File: src/rtl/ddo_pkg.sv
`default_nettype none
// ----------------------------------------------------------------------------
// ddo_pkg
// Shared types, constants and the arctangent table of the odometry core.
// ----------------------------------------------------------------------------
package ddo_pkg;

    localparam int ANGLE_BITS_DEF = 16;

    // configuration register indexes and reset values
    localparam logic REG_RADIUS = 1'b0;
    localparam logic REG_OFFSET = 1'b1;
    localparam logic [15:0] RADIUS_RST = 16'd3932;
    localparam logic [15:0] OFFSET_RST = 16'd13107;

    // pi in Q20, CORDIC gain in Q1.30
    localparam logic [21:0] PI_Q20      = 22'd3294199;
    localparam logic [33:0] CORDIC_GAIN = 34'd652032874;
    localparam int          CORDIC_STEPS = 20;

    // shared multiplier operand widths
    localparam int MUL_A_W = 35;
    localparam int MUL_B_W = 24;
    localparam int MUL_P_W = MUL_A_W + MUL_B_W;

    typedef struct packed {
        logic [15:0] radius;
        logic [15:0] offset;
    } t_cfg;

    typedef struct packed {
        logic signed [31:0] pos_x;
        logic signed [31:0] pos_y;
        logic        [15:0] heading;
        logic        [31:0] path_length;
    } t_pose;

    function automatic logic [29:0] cordic_atan(input logic [4:0] idx);
        logic [29:0] v;
        case (idx)
            5'd0:  v = 30'd536870912;
            5'd1:  v = 30'd316933406;
            5'd2:  v = 30'd167458907;
            5'd3:  v = 30'd85004756;
            5'd4:  v = 30'd42667331;
            5'd5:  v = 30'd21354465;
            5'd6:  v = 30'd10679838;
            5'd7:  v = 30'd5340245;
            5'd8:  v = 30'd2670163;
            5'd9:  v = 30'd1335087;
            5'd10: v = 30'd667544;
            5'd11: v = 30'd333772;
            5'd12: v = 30'd166886;
            5'd13: v = 30'd83443;
            5'd14: v = 30'd41722;
            5'd15: v = 30'd20861;
            5'd16: v = 30'd10430;
            5'd17: v = 30'd5215;
            5'd18: v = 30'd2608;
            5'd19: v = 30'd1304;
            default: v = 30'd0;
        endcase
        return v;
    endfunction

endpackage
`default_nettype wire

File: src/rtl/ddo_cfg.sv
`default_nettype none
// ----------------------------------------------------------------------------
// ddo_cfg
// APB-style register file holding wheel radius and wheel centre offset.
// ----------------------------------------------------------------------------
module ddo_cfg (
    input  wire logic          i_clk,
    input  wire logic          i_rst_n,
    input  wire logic          psel,
    input  wire logic          penable,
    input  wire logic          pwrite,
    input  wire logic [2:0]    paddr,
    input  wire logic [31:0]   pwdata,
    output logic      [31:0]   prdata,
    output logic               pready,
    output ddo_pkg::t_cfg      o_cfg
);

    ddo_pkg::t_cfg r_cfg;
    logic          w_wr;

    assign w_wr   = psel && penable && pwrite;
    assign pready = 1'b1;
    assign o_cfg  = r_cfg;

    always_ff @(posedge i_clk) begin
        if (!i_rst_n) begin
            r_cfg.radius <= ddo_pkg::RADIUS_RST;
            r_cfg.offset <= ddo_pkg::OFFSET_RST;
        end else if (w_wr) begin
            if (paddr[2] == ddo_pkg::REG_RADIUS) begin
                r_cfg.radius <= pwdata[15:0];
            end else begin
                r_cfg.offset <= pwdata[15:0];
            end
        end
    end

    always_comb begin
        if (paddr[2] == ddo_pkg::REG_RADIUS) begin
            prdata = {16'd0, r_cfg.radius};
        end else begin
            prdata = {16'd0, r_cfg.offset};
        end
    end

endmodule
`default_nettype wire

File: config.mk
export PLATFORM = sky130hd
export DESIGN_NAME = ddo_cfg
export DESIGN_NICKNAME = d
export VERILOG_FILES = /design/src/rtl/ddo_pkg.sv /design/src/rtl/ddo_cfg.sv
export SDC_FILE = /design/constraint.sdc
export NUM_CORES = 1
export LEC_CHECK = 0
export BUFFER_PORTS_ARGS = -buffer_cell sky130_fd_sc_hd__buf_2
export CAP_MARGIN = 20
export CORE_UTILIZATION = 35
export DETAILED_ROUTE_END_ITERATION = 7
export PLACE_DENSITY_LB_ADDON = 0.05
export SYNTH_ARGS = -nofsm -noshare
export SYNTH_HDL_FRONTEND = slang
export SYNTH_SLANG_ARGS = --single-unit
export TNS_END_PERCENT = 5
File: constraint.sdc
create_clock -name i_clk -period 2.1 [get_ports i_clk]
set_input_delay 0.105 -clock i_clk [delete_from_list [all_inputs] [get_ports i_clk]]
set_output_delay 0.105 -clock i_clk [all_outputs]
set_load 0.02 [all_outputs]
# == Yosys cells after proc, flatten, opt, wreduce, memory -nomap -nowiden ==
# Cells that the tools add are included.
# word_totals
output_inout_bits,65
register_bits,32
wordCells,8
input_bits,40
# classes
n_bitwise,1
reduce_logical,4
mux,1
# ops
operator,n
16-bit two-way mux,1
2-bit AND reduction,2
1-bit logical AND,2
1-bit inverter,1

# == Depth between registers and ports, before layout ==
# depth
word_depth,3
depth_mapped,5
ltp_nobuf,2

# == Least setup slack after synthesis ==
# No wires, ideal clock.
# synth_path
path_kind,input to register
start,input port paddr[2]
end,"register r_cfg, in the netlist o_cfg[23]"
setup_time_ns,0.072
cell_stages,5
required_ns,2.028
path_slack_ns,1.129
arrival_time_ns,0.899
cell_sequence,buf_6 > and4b_1 > buf_6 > buf_12 > mux2i_1
# synth_between
elab_chain_cells,2
# synth_lines
element,line,text
start: declaration,ddo_cfg.sv:12,"input wire logic [2:0] paddr,"
1-bit inverter (no line),-,
2-bit AND reduction (no line),-,
end: declaration,ddo_cfg.sv:19,ddo_pkg::t_cfg r_cfg;
# No other way between the ends.
# A chain may end at the register's enable or synchronous reset.

# == Worst setup path after layout ==
# layout_path
start,input port paddr[2]
end,output port prdata[7]
# layout_between
elab_chain_cells,1
# layout_lines
element,line,text
16-bit two-way mux,ddo_cfg.sv:40,if (paddr[2] == ddo_pkg::REG_RADIUS) begin
end: declaration,ddo_cfg.sv:14,"output logic [31:0] prdata,"
# No other way between the ends.

==> results.sh <==
export IMPL_status="finished with violations"
export IMPL_failed_checks="design-rule violations"
export IMPL_worstSetupStartpoint="paddr[2]"
export IMPL_slew_headroom_pct=45.9
export IMPL_worstPathRequired_ps=2000
export IMPL_grt_pass1_vias=1241
export IMPL_grt_max_degree=59
export IMPL_clk_path_buf_depth=2
export IMPL_grt_overflow=0
export IMPL_drive_gt1_share_pct=39.6
export IMPL_mostFrequentLayoutCells="buf_2 (69), mux2i_1 (32), dfxtp_1 (32)"
export IMPL_dp_hpwl_microns=2740
export IMPL_reg2reg_depth=2
export IMPL_p_seq_share_pct=50.2
export IMPL_drc=6
export IMPL_yosysWarnings=0
export IMPL_rr_startpoint="o_cfg[7]"
export IMPL_die_h_microns=71.3
export IMPL_gp_congestion=0.643
export IMPL_root_buffer="clkbuf_8"
export IMPL_syn2layout_area_growth_pct=20.3
export IMPL_fin_crit_ps=1150
export IMPL_worstSetupEndpoint="prdata[7]"
export IMPL_fillCellCount=457
export IMPL_dp_slack_ps=765
export IMPL_worst_pin_slew_ps=811
export IMPL_finalNonFillerCells=287
export IMPL_p_clk_share_pct=33.3
export IMPL_ios=105
export IMPL_syn_area_sq_um=1680
export IMPL_path_clk_slew_ps=70
export IMPL_cts_tree="built"
export IMPL_ir_drop_mv=0.264
export IMPL_cts_sinks=32
export IMPL_vias=1338
export IMPL_power_leakage_nw=0.894
export IMPL_dpl_cell_count=282
export IMPL_portBuffers=69
export IMPL_finalInstanceArea_sq_um=2020
export IMPL_start_kind="input pin"
export IMPL_netlist_instances=172
export IMPL_dr_pass1_iters=6
export IMPL_final_common_cell="buf_2"
export IMPL_largest_register_ffs=32
export IMPL_hold_path_class="in2reg"
export IMPL_ys_seq_elements=32
export IMPL_drv_slew=0
export IMPL_finalSetupViolations=0
export IMPL_n_antenna_cell=0
export IMPL_synth_seq_area_share_pct=38.1
export IMPL_htree_levels=2
export IMPL_final_period_utilization_pct=54.9
export IMPL_tns_ps=0
export IMPL_rows=24
export IMPL_nNetsFinal=277
export IMPL_combPwrFrac_pct=16.5
export IMPL_cts_hold_buffers=0
export IMPL_switching_share_pct=27.4
export IMPL_multi_input_area_sq_um=880
export IMPL_synth_top_cell_area_share_pct=38.1
export IMPL_worst_r2r_endpoint="o_cfg[7]"
export IMPL_fin_skew_ps=0
export IMPL_register_area_sq_um=641
export IMPL_p_per_area_nw_per_um2=621
export IMPL_ys_top_cells_by_area="dfxtp_1 (38%), mux2i_1 (19%), nor2b_1 (11%), mux2_2 (11%), buf_4 (7.6%)"
export IMPL_cts_resized_gates=0
export IMPL_finalWorstSetupSlack_ps=947
export IMPL_p_int_mw=0.912
export IMPL_drtAntennaViolNets=0
export IMPL_avgSynthCellArea_sq_um=9.77
export IMPL_final_core_util_pct=45.2
export IMPL_finalHoldViolCount=0
export IMPL_insertion_delay_ps=270
export IMPL_antenna_found_initial=0
export IMPL_cts_setup_buffers=0
export IMPL_grt_first_pass_wirelength_microns=5800
export IMPL_rsz0062_at_grt="no"
export IMPL_core_area_sq_um=4470
export IMPL_die_area_sq_um=5080
export IMPL_start_util_pct=37.6
export IMPL_post_drt_wl_per_cell_microns=13.3
export IMPL_cts_buffers=5
export IMPL_regToRegSetupSlack_ps=1450
export IMPL_critPathCaptureType="primary output"
export IMPL_drt_wl_total_microns=3810
export IMPL_drt_iter0_markers=43
export IMPL_fp_dieW_microns=71.3
export IMPL_viasPerCell=4.66
export IMPL_grt_util_all_layers_pct=15.0
export IMPL_synth_cell_types=14
export IMPL_p_sw_mw=0.344
export IMPL_yosysTopAreaCell="dfxtp_1"
export IMPL_worst_ep_arrival_time_ps=1050
export IMPL_fmax_mhz=868
export IMPL_critPathMaxFanout=19
export IMPL_path_class="in2out"
export IMPL_maxCapViolCount=0
export IMPL_placed_area_sq_um=1950
[cell usage after synthesis]
cell / instances
dfxtp_1: 32
clkbuf_1: 4
buf_6: 3
buf_4: 17
buf_2: 4
nand4_1: 1
nand2_1: 29
nor2b_1: 29
and4b_1: 1
mux2i_1: 32
mux2_2: 16
and4_1: 1
buf_12: 1
conb_1: 2
[critical path, stage by stage]
cell and delay (ps):
buf_2 380, mux2_2 390, buf_2 160
[metrics by stage]
step	power [mW]	hold slack (ps)
detailed placement	0.852	374
global placement	0.846	364
global route	1.31	90.1
finish	1.26	81.6
CTS	1.27	78.9
floorplan	0.818	247
[power by group through the flow]
stage               clock (mW)  sequential, mW  combinational (mW)
global placement             0           0.642               0.204
global route             0.458           0.632               0.224
floorplan                    0           0.659               0.159
finish                   0.418           0.630               0.208
CTS                      0.433           0.631               0.209
detailed placement           0           0.644               0.208
[kinds of logic after synthesis]
logic type | Yosys count | share of synthesized area, %
multiplexers | 48 | 29.8
flip-flops | 32 | 38.1
buffers and inverters | 29 | 12.9
AND/OR/NAND/NOR | 61 | 18.8
other | 2 | 0.447
[layer usage]
| metal | part of all wire (%) | GRT usage, % | vias up |
|---|---|---|---|
| met5 | 0 | 0 | - |
| met4 | 1.2 | 4.67 | 0 |
| met3 | 6.6 | 5.34 | 5 |
| met2 | 51 | 27.6 | 54 |
| met1 | 42 | 15.9 | 629 |
| li1 | - | - | 650 |
[final cells by class]
| cell class | instances | share of cell area (%) |
|---|---|---|
| flip-flops and latches | 32 | 31.7 |
| clock buffers | 5 | 3.40 |
| well taps | 52 | 3.22 |
| repair buffers | 72 | 18.2 |
| multi-input cells | 126 | 43.5 |
[how the worst min path moves through the flow]
stage	startpoint	endpoint	slack (ps)	cells past startpoint
2_1_floorplan	pwdata[12]	o_cfg[28]	250	2
3_3_place_gp	pwdata[3]	o_cfg[3]	360	3
3_5_place_dp	pwdata[6]	o_cfg[6]	370	3
4_1_cts	pwdata[11]	o_cfg[11]	80	3
5_1_grt	pwdata[10]	o_cfg[10]	90	3
6_report	pwdata[11]	o_cfg[11]	80	3
Note: power is estimated with default switching activity, not from simulation.
